===== config.mk =====
export PLATFORM = sky130hd
export DESIGN_NAME = mruq_cell
export DESIGN_NICKNAME = d
export VERILOG_FILES = /design/src/hw/rtl/mruq_pkg.sv /design/src/hw/rtl/mruq_cell.sv
export SDC_FILE = /design/constraint.sdc
export NUM_CORES = 1
export LEC_CHECK = 0
export BUFFER_PORTS_ARGS = -buffer_cell sky130_fd_sc_hd__buf_2
export CORE_ASPECT_RATIO = 1.75
export CORE_MARGIN = 10
export CORE_UTILIZATION = 46
export DETAILED_ROUTE_END_ITERATION = 16
export GPL_ROUTABILITY_DRIVEN = 0
export PLACE_DENSITY = 0.86
export SLEW_MARGIN = 20
export SYNTH_ARGS = -nofsm -noshare
export SYNTH_HDL_FRONTEND = slang
export SYNTH_SLANG_ARGS = --single-unit

===== constraint.sdc =====
create_clock -name clk -period 6.65 [get_ports clk]
set_clock_uncertainty 0.2 [all_clocks]
set_input_delay 1.33 -clock clk [delete_from_list [all_inputs] [get_ports clk]]
set_output_delay 1.33 -clock clk [all_outputs]
set_load 0.005 [all_outputs]

===== src/hw/rtl/mruq_pkg.sv =====
// ----------------------------------------------------------------------------
// mruq_pkg
// Shared constants and types of the move-to-back queue: sizes, register map,
// and the control bundles passed between the top level and the cell row.
// ----------------------------------------------------------------------------
package mruq_pkg;

    // list storage
    localparam int QUEUE_DEPTH = 256;
    localparam int VAL_W       = 9;
    localparam int POS_W       = 9;
    localparam int LEN_W       = $clog2(QUEUE_DEPTH + 1);
    localparam int IDX_W       = $clog2(QUEUE_DEPTH);
    localparam int WIDE_W      = (LEN_W > POS_W) ? LEN_W : POS_W;

    // read-out tree: cells are ORed in groups, group results are registered
    localparam int GROUP_SIZE  = 16;
    localparam int NUM_GROUPS  = (QUEUE_DEPTH + GROUP_SIZE - 1) / GROUP_SIZE;
    localparam int PAD_DEPTH   = NUM_GROUPS * GROUP_SIZE;

    // length register reset, limited to the storage depth
    localparam int LEN_RESET   = (256 > QUEUE_DEPTH) ? QUEUE_DEPTH : 256;

    // configuration port
    localparam int ADDR_W      = 3;
    localparam int DATA_W      = 32;
    localparam logic REG_QUEUE_LENGTH = 1'b0;   // register index bit paddr[2]

    // control broadcast to every cell
    typedef struct packed {
        logic             fill;
        logic             shift;
        logic [IDX_W-1:0] idx;
        logic [IDX_W-1:0] last;
        logic [VAL_W-1:0] tail_val;
    } mruq_ctrl_t;

    // configuration event from the register block
    typedef struct packed {
        logic             wr;
        logic [LEN_W-1:0] len;
    } mruq_cfg_t;

endpackage


===== src/hw/rtl/mruq_cell.sv =====
// ----------------------------------------------------------------------------
// mruq_cell
// One list slot: holds a value, refills to its own position, takes its right
// neighbor's value when the list closes up, and takes the fetched value when
// it is the tail.
// ----------------------------------------------------------------------------
module mruq_cell (
    input  logic                             clk,
    input  logic [mruq_pkg::IDX_W-1:0]       slot,
    input  mruq_pkg::mruq_ctrl_t             ctrl,
    input  logic [mruq_pkg::IDX_W-1:0]       look_idx,
    input  logic [mruq_pkg::VAL_W-1:0]       right_val,
    output logic [mruq_pkg::VAL_W-1:0]       val,
    output logic [mruq_pkg::VAL_W-1:0]       sel_val
);

    logic [mruq_pkg::VAL_W-1:0] val_reg;
    logic [mruq_pkg::VAL_W-1:0] val_next;
    logic [mruq_pkg::IDX_W:0]   slot_plus;

    assign slot_plus = {1'b0, slot} + (mruq_pkg::IDX_W + 1)'(1);

    // next slot contents
    always_comb
    begin
        val_next = val_reg;
        if (ctrl.fill)
        begin
            val_next = mruq_pkg::VAL_W'(slot_plus);
        end
        else if (ctrl.shift)
        begin
            if (slot == ctrl.last)
            begin
                val_next = ctrl.tail_val;
            end
            else if (slot >= ctrl.idx && slot < ctrl.last)
            begin
                val_next = right_val;
            end
        end
    end

    always_ff @(posedge clk)
    begin
        val_reg <= val_next;
    end

    // read-out contribution of this slot
    assign val     = val_reg;
    assign sel_val = (slot == look_idx) ? val_reg : '0;

endmodule


==> flow_metrics.py <==
metrics = {
    "route": {
        "wirelength_um": 3280,
        "vias": 1169,
        "drc_errors": 0,
        "dr.pass1.iters": 2,
        "drt_iter0_markers": 20,
        "drt-wirelength-per-cell_um": 14.9,
        "via_per_inst": 5.31,
        "antenna_left": 0,
    },
    "clocking": {
        "cts_resized": 0,
        "htree_levels": 1,
        "cts_sinks": 9,
        "cts_inserted_buffers": 3,
        "clock-root-buffer": "clkbuf_8",
        "clk_pin_slew_ps": 40,
        "cts_setup_buffers": 0,
        "cts_hold_buf": 0,
        "clockBufferDepth": 2,
        "cts_tree": "done",
    },
    "cells_and_area": {
        "drive_gt1_share_pct": 39.7,
        "finalInstanceArea_um2": 1570,
        "antenna_cells": 0,
        "final_nets": 265,
        "fin_util_pct": 64.7,
        "syn_to_final_growth_pct": 36.7,
        "largest_reg_flops": 9,
        "nFillCells": 213,
    },
    "logic_synthesis": {
        "synth_edf_count": 9,
        "yosys_warnings": 0,
        "netlist.area_leader.share_pct": 23.5,
        "synth_nets": 192,
        "ys_seq_area_share_pct": 23.5,
        "synth_seq_cells": 9,
        "synth_area_um2": 1150,
        "synthTopCellsByArea": "edfxtp_1 (23%), ha_1 (18%), mux2i_1 (12%)",
        "synth_cell_types": 28,
        "synthArstFlopShare_pct": 0,
        "synth_cells": 122,
        "ys.flop_type": "edfxtp_1",
        "synth.avg_cell_area_um2": 9.44,
        "synthTopCellsByCount": "ha_1 (17), inv_1 (16), mux2i_1 (14)",
        "yosysTopAreaCell": "edfxtp_1",
        "synth_most_common_cell": "ha_1",
    },
    "timing": {
        "slew_headroom_pct": 48.4,
        "report.final.hold_viol_count": 0,
        "period_needed_ps": 3940,
        "tightest_slew_ps": 770,
        "fin_setup_tns_ps": 0,
        "setup_violations": 0,
        "maxSlewViolCount": 0,
        "timing.fmax_mhz": 254,
        "layout_setup_ws_ps": 2710,
        "rsz0062_at_grt": "false",
        "timing.final.crit_share_pct": 59.3,
    },
    "floorplanning": {
        "design.die.area_um2": 4980,
        "ios": 71,
        "die_w_um": 57.8,
        "num_rows": 24,
        "core_um2": 2430,
        "start_util_pct": 47.3,
        "die_height_um": 86.2,
    },
    "critical_path": {
        "critPathArrivalTime_ps": 2410,
        "cp_data_required_time_ps": 5120,
        "worstSetupStartpointType": "primary input",
        "endpoint_kind": "output pin",
        "path_max_fanout": 9,
        "setup.worst_path.class": "in -> out",
    },
    "power": {
        "p_int_uw": 150,
        "p_leak_uw": 0.000838,
        "p_clk_share_pct": 29.5,
        "power_frac_comb_pct": 35.0,
        "p_sw_share_pct": 28.2,
        "seq_power_share_pct": 35.5,
        "switchingPower_uw": 59.1,
        "peakVddDrop_v": 0.0000746,
        "p_per_area_nw_per_um2": 133,
    },
    "placement": {
        "dpl-instance-area_um2": 1520,
        "hpwl_um": 3020,
        "io_buffer_count": 70,
        "pre_cts_slack_ps": 2680,
    },
    "job": {
        "maxCapViolCount": 0,
    },
    "global_routing": {
        "grt_max_degree": 15,
        "grt_pass1_vias": 1339,
        "grt_first_pass_wirelength_um": 5450,
        "gr-total-overflow": 0,
        "grt.total_usage_pct": 13.1,
        "antenna_found_initial": 0,
    },
    "hold_path": {
        "hp-class": "in -> reg",
    },
    "status": {
        "status": "completed",
    },
}
[placed cells by master, fill, tap and decap left out]
cell and instances:
o31ai_2 1, nor2b_1 1, a221oi_1 1, a211o_1 1, clkbuf_1 1, o21ai_1 3
o2bb2ai_1 1, o211ai_1 1, nand2_1 6, inv_1 16, ha_1 17, mux2i_1 14
and2_1 9, o21a_1 1, nand4_1 3, nor2_1 4, a2111oi_0 1, nand4_4 2
xnor2_1 10, and3_1 3, o31a_1 1, nor2_8 1, nand2b_1 1, nand3_1 4
a21oi_1 4, xor2_1 4, buf_2 70, edfxtp_1 9, a21o_1 1, clkbuf_8 3
[stage by stage]
stage,hold slack (ps),cells,power [uW]
after floorplan,1350,122,114
after global placement,1490,216,146
after detailed placement,1500,216,149
after CTS,1260,220,211
after global routing,1270,220,223
final,1250,220,209
[final cells by class]
cell class	count	area, um2	share of cell area (%)
multi-input combinational	95	816	51.8
timing repair buffer	70	350	22.3
sequential	9	270	17.2
inverter	16	60.1	3.82
clock buffer	4	45.0	2.86
tap	26	32.5	2.07
[per-layer routing]
metal	up-vias	track usage [%]	share of wire, %
li1	577	-	-
met1	508	10.8	32
met2	68	22.5	49
met3	16	7.47	14
met4	0	8.80	5.2
met5	-	0	0
[cell families after synthesis]
group	synth area share, %
DFF	23.5
adders and majority gates	18.5
AOI/OAI and AO/OA	9.46
buffers and inverters	6.09
and+or+nand+nor	19.7
xor gates and xnor gates	10.7
muxes	12.2
[worst paths after layout]
path,start,to,slack (ps),cells after the start
setup / recovery,slot[0],sel_val[7],2710,6
hold / removal,right_val[4],val[4],1250,3
[worst max-delay path, cell delays in order]
cell	delay, ps
buf_2	140
xnor2_1	190
nand4_1	120
nor2_1	340
and2_1	190
buf_2	110
[power by group through the flow]
stage               registers, uW  logic [uW]  clock network, uW
global placement             75.4        70.8                  0
finish                       74.4        73.2               61.7
global route                 75.8        82.0               64.7
CTS                          74.7        73.7               62.1
floorplan                    76.8        37.7                  0
detailed placement           75.5        73.3                  0
No activity file was read; power rests on OpenSTA's default activity.
