**config.mk**
```make
export PLATFORM = sky130hd
export DESIGN_NAME = mruq_cfg
export DESIGN_NICKNAME = d
export VERILOG_FILES = /design/src/hw/rtl/mruq_pkg.sv /design/src/hw/rtl/mruq_cfg.sv
export SDC_FILE = /design/constraint.sdc
export NUM_CORES = 1
export LEC_CHECK = 0
export ABC_AREA = 0
export BUFFER_PORTS_ARGS = -buffer_cell sky130_fd_sc_hd__buf_2
export CORE_MARGIN = 1
export CORE_UTILIZATION = 34
export DETAILED_ROUTE_END_ITERATION = 12
export MAX_ROUTING_LAYER = met4
export PLACE_DENSITY_LB_ADDON = 0.3
export SYNTH_ARGS = -nofsm -noshare
export SYNTH_HDL_FRONTEND = slang
export SYNTH_SLANG_ARGS = --single-unit
```
**constraint.sdc**
```tcl
create_clock -name clk -period 1.4 [get_ports clk]
set_input_delay 0.28 -clock clk [delete_from_list [all_inputs] [get_ports clk]]
set_output_delay 0.28 -clock clk [all_outputs]
set_load 0.005 [all_outputs]
```
**src/hw/rtl/mruq_pkg.sv**
```systemverilog
// ----------------------------------------------------------------------------
// mruq_pkg
// Shared constants and types of the move-to-back queue: sizes, register map,
// and the control bundles passed between the top level and the cell row.
// ----------------------------------------------------------------------------
package mruq_pkg;

    // list storage
    localparam int QUEUE_DEPTH = 256;
    localparam int VAL_W       = 9;
    localparam int POS_W       = 9;
    localparam int LEN_W       = $clog2(QUEUE_DEPTH + 1);
    localparam int IDX_W       = $clog2(QUEUE_DEPTH);
    localparam int WIDE_W      = (LEN_W > POS_W) ? LEN_W : POS_W;

    // read-out tree: cells are ORed in groups, group results are registered
    localparam int GROUP_SIZE  = 16;
    localparam int NUM_GROUPS  = (QUEUE_DEPTH + GROUP_SIZE - 1) / GROUP_SIZE;
    localparam int PAD_DEPTH   = NUM_GROUPS * GROUP_SIZE;

    // length register reset, limited to the storage depth
    localparam int LEN_RESET   = (256 > QUEUE_DEPTH) ? QUEUE_DEPTH : 256;

    // configuration port
    localparam int ADDR_W      = 3;
    localparam int DATA_W      = 32;
    localparam logic REG_QUEUE_LENGTH = 1'b0;   // register index bit paddr[2]

    // control broadcast to every cell
    typedef struct packed {
        logic             fill;
        logic             shift;
        logic [IDX_W-1:0] idx;
        logic [IDX_W-1:0] last;
        logic [VAL_W-1:0] tail_val;
    } mruq_ctrl_t;

    // configuration event from the register block
    typedef struct packed {
        logic             wr;
        logic [LEN_W-1:0] len;
    } mruq_cfg_t;

endpackage

```
**src/hw/rtl/mruq_cfg.sv**
```systemverilog
// ----------------------------------------------------------------------------
// mruq_cfg
// APB register block holding the queue length, clamped to 1..QUEUE_DEPTH.
// ----------------------------------------------------------------------------
module mruq_cfg (
    input  logic                          clk,
    input  logic                          rst_n,
    input  logic                          psel,
    input  logic                          penable,
    input  logic                          pwrite,
    input  logic [mruq_pkg::ADDR_W-1:0]   paddr,
    input  logic [mruq_pkg::DATA_W-1:0]   pwdata,
    output logic [mruq_pkg::DATA_W-1:0]   prdata,
    output logic                          pready,
    output mruq_pkg::mruq_cfg_t           cfg
);

    logic [mruq_pkg::LEN_W-1:0]  len_reg;
    logic [mruq_pkg::LEN_W-1:0]  len_next;
    logic [mruq_pkg::WIDE_W-1:0] wdata_wide;
    logic                        wr_hit;

    assign pready     = 1'b1;
    assign wr_hit     = psel && penable && pwrite && (paddr[2] == mruq_pkg::REG_QUEUE_LENGTH);
    assign wdata_wide = mruq_pkg::WIDE_W'(pwdata[mruq_pkg::VAL_W-1:0]);

    // clamp written length into range
    always_comb
    begin
        len_next = len_reg;
        if (wr_hit)
        begin
            priority if (wdata_wide == '0)
            begin
                len_next = mruq_pkg::LEN_W'(1);
            end
            else if (wdata_wide > mruq_pkg::WIDE_W'(mruq_pkg::QUEUE_DEPTH))
            begin
                len_next = mruq_pkg::LEN_W'(mruq_pkg::QUEUE_DEPTH);
            end
            else
            begin
                len_next = mruq_pkg::LEN_W'(wdata_wide);
            end
        end
    end

    always_ff @(posedge clk or negedge rst_n)
    begin
        if (!rst_n)
        begin
            len_reg <= mruq_pkg::LEN_W'(mruq_pkg::LEN_RESET);
        end
        else
        begin
            len_reg <= len_next;
        end
    end

    // read back
    assign prdata = (paddr[2] == mruq_pkg::REG_QUEUE_LENGTH)
                    ? mruq_pkg::DATA_W'(len_reg) : '0;

    assign cfg.wr  = wr_hit;
    assign cfg.len = len_reg;

endmodule

```
==> metrics.md <==
| Metric | Value |
|---|---|
| Outcome | `finished clean` |
| Min Tclk post-route | `1.306 ns` |
| GRT overflow | `0` |
| Leak | `0.4796 nW` |
| Antenna diodes | `0` |
| H-tree Lvls | `1` |
| Dpl hpwl | `~980 um` |
| Area of the mapped netlist | `between 600 and 700 sq um` |
| Worst skew pair latency | `0.26 ns` |
| Antenna-violating nets left | `0` |
| Post-synth top flop | `dfrtp_1` |
| Via count | `532` |
| Clock root cell | `clkbuf_4` |
| Setup Skew | `0 ns` |
| Max IR drop VDD | `0.4407 mV` |
| RSZ-0062 raised after global routing | `no` |
| Effective utilization at floorplan | `0.3775` |
| Critical Path Start Type | `flip-flop` |
| Area Growth Syn to Fin | `20.07%` |
| Post-Layout Inst Area | `just over 800 sq um` |
| Metal-1 WL | `508 um` |
| Total wire length | `1255 um` |
| # IOs | `between 80 and 90` |
| Register area | `about 230 sq um` |
| CTS clk-pin slew, worst paths | `0.07 ns` |
| Iter 0 DRT Violations | `4` |
| CTS tree | `built` |
| Yosys Warn Count | `0` |
| Period utilization | `0.9328` |
| Crit path cell chain | `nor2b_2 -> buf_2` |
| Top Layer Used | `met3` |
| Pwr dens | `between 900 and 1000 nW/um^2` |
| Cell count after synthesis | `77` |
| Area leader, netlist | `dfrtp_1` |
| Largest cells by area after synthesis | `dfrtp_1 (30%), buf_4 (29%), nor2b_1 (8.4%)` |
| Largest net degree at the start of global routing | `13` |
| Top cells by count, synth | `buf_4 (26), nor2b_1 (9), dfrtp_1 (8)` |
| Async SR Flop Fraction | `1.000` |
| Crit path kind | `flip-flop to primary output` |
| Number of synthesized flops with an enable pin | `0` |
| Max reg flops | `9` |
| DRC | `0` |
| TNS Setup | `0 ns` |
| Total Die Area | `2162 sq um` |
| Fmax | `765.8 MHz` |
| CP Data Arrival Time | `1.03 ns` |
| Postcts setup bufs | `0` |
| Clock tree buffer depth | `2` |
| Mean Syn Cell Area | `8.742 sq um` |
| Sink Count | `9` |
| Worst hold path depth | `3` |
| Final Hold Viols | `0` |
| Gr usage total | `0.1369` |
| DP Area | `768.2 sq um` |
| Register bit total from synthesis | `9` |
| Slowest CP cell | `dfstp_2` |
| R2r worst-path depth | `1` |
| Met2 WL | `622 um` |
| CP Capture Type | `primary output` |
| Max-capacitance violation count | `0` |
| First-pass GRT wire length | `1835 um` |
| IO buf count | `33` |
| Hold Crit Class | `primary input to flip-flop` |
| Chip width | `approximately 46 um` |
| Floorplan core area | `1783 sq um` |
| Final nets | `153` |
| Crit path required time | `between 1 and 1.5 ns` |
| Final GP Congestion | `0.6981` |
| Layout cell share with drive strength beyond 1 | `0.3750` |
| Most frequent cell after synthesis | `buf_4` |
| Netlist cell types | `18` |
| CP max FO | `3` |
| Final-report max-slew violation count | `0` |
| DIE HEIGHT | `46.50 um` |
| Multi-input logic area | `325.3 sq um` |
| CTS buffer count | `3` |
| Fillcell total | `190` |
| Cell row count | `15` |
| Vias/cell | `3.883` |
| Initial antenna violation count | `0` |
| CP max stage delay | `0.54 ns` |
| Post-synth top area share | `0.2974` |
| Sequential cell area fraction in the yosys report | `0.3364` |
| Routed wl met3 | `125 um` |
| Detailed Routing Iterations Pass 1 | `3` |
| Vias in the first global route | `397` |
| Drt wl/cell | `slightly above 9 um` |
| Setup violations, final | `0` |
==> worst max-delay path, delay by kind of cell (launching register included) <==
kind | cells | cell delay [ns]
buffers and inverters | 1 | 0.10
DFF | 1 | 0.54
and+or+nand+nor | 1 | 0.12
==> placed cells by master, fill, tap and decap left out, drive strengths merged <==
cell type,netlist,final
dlygate4sd3,0,1
clkbuf,1,3
a21oi,1,1
conb,2,24
or4,2,2
nand4b,1,1
or2b,1,1
nand2,7,7
o21ai,7,7
inv,2,2
buf,26,35
nor2b,9,9
dfrtp,8,8
dfstp,1,1
clkinv,0,1
o22ai,1,1
mux2,1,1
a22o,1,1
nand2b,6,6
==> layout make-up <==
| class | count | share of cell area |
|---|---|---|
| Multi-Input combinational cell | 61 | 0.4025 |
| Clock inverter | 1 | 0.006192 |
| Timing Repair Buffer | 36 | 0.2353 |
| Tap cell | 25 | 0.03870 |
| Inverter | 2 | 0.009288 |
| Sequential cell | 9 | 0.2802 |
| Clock buffer | 3 | 0.02786 |
==> per-stage QoR <==
| step | setup WS [ns] | hold slack [ns] | util | power (mW) | std cells |
|---|---|---|---|---|---|
| final | 0.09414 | 0.2622 | 0.4533 | 0.7280 | 137 |
| after global routing | 0.03323 | 0.2632 | 0.4533 | 0.7988 | 137 |
| after CTS | 0.08171 | 0.2536 | 0.4519 | 0.7380 | 137 |
| after detailed placement | 0.1376 | 0.1399 | 0.4309 | 0.5258 | 132 |
| after global placement | 0.1350 | 0.1403 | 0.4309 | 0.5209 | 132 |
| after floorplan | 0.2983 | -0.01559 | - | 0.4707 | 99 |
==> power breakdown <==
group	internal (mW)	switching [mW]
Clock	0.106	0.0976
Combinational	0.101	0.0924
Sequential	0.304	0.0272
==> per-layer routing <==
layer	vias up	GRT usage
met1	233	0.1548
met5	-	-
met3	0	0.07059
li1	266	-
met4	0	0.07059
met2	33	0.1944
==> final timing paths <==
kind                                  from         end  slack (ns)
worst min register to register  len_reg[2]  len_reg[2]        0.49
worst max-delay path            len_reg[8]   prdata[8]        0.09
max in group asynchronous            rst_n  len_reg[8]        0.75
worst max register to register  len_reg[8]  len_reg[8]        0.66
min in group asynchronous            rst_n  len_reg[4]        0.40
worst min-delay path             pwdata[6]  len_reg[6]        0.26
==> cells by family after synthesis <==
| logic type | count (synthesis) | synth area share |
|---|---|---|
| buffers and inverters | 29 | 0.3067 |
| other | 2 | 0.01116 |
| AO/OA/AOI/OAI | 10 | 0.08178 |
| AND/OR/NAND/NOR | 26 | 0.2472 |
| flip-flops | 9 | 0.3364 |
| multiplexers | 1 | 0.01673 |
==> repair_timing <==
item,CTS,global route
hold buffers,1,0
setup endpoints to repair,0,1
resized for setup,0,1
hold endpoints to repair,8,0
Note: power is estimated with default switching activity, not from simulation.
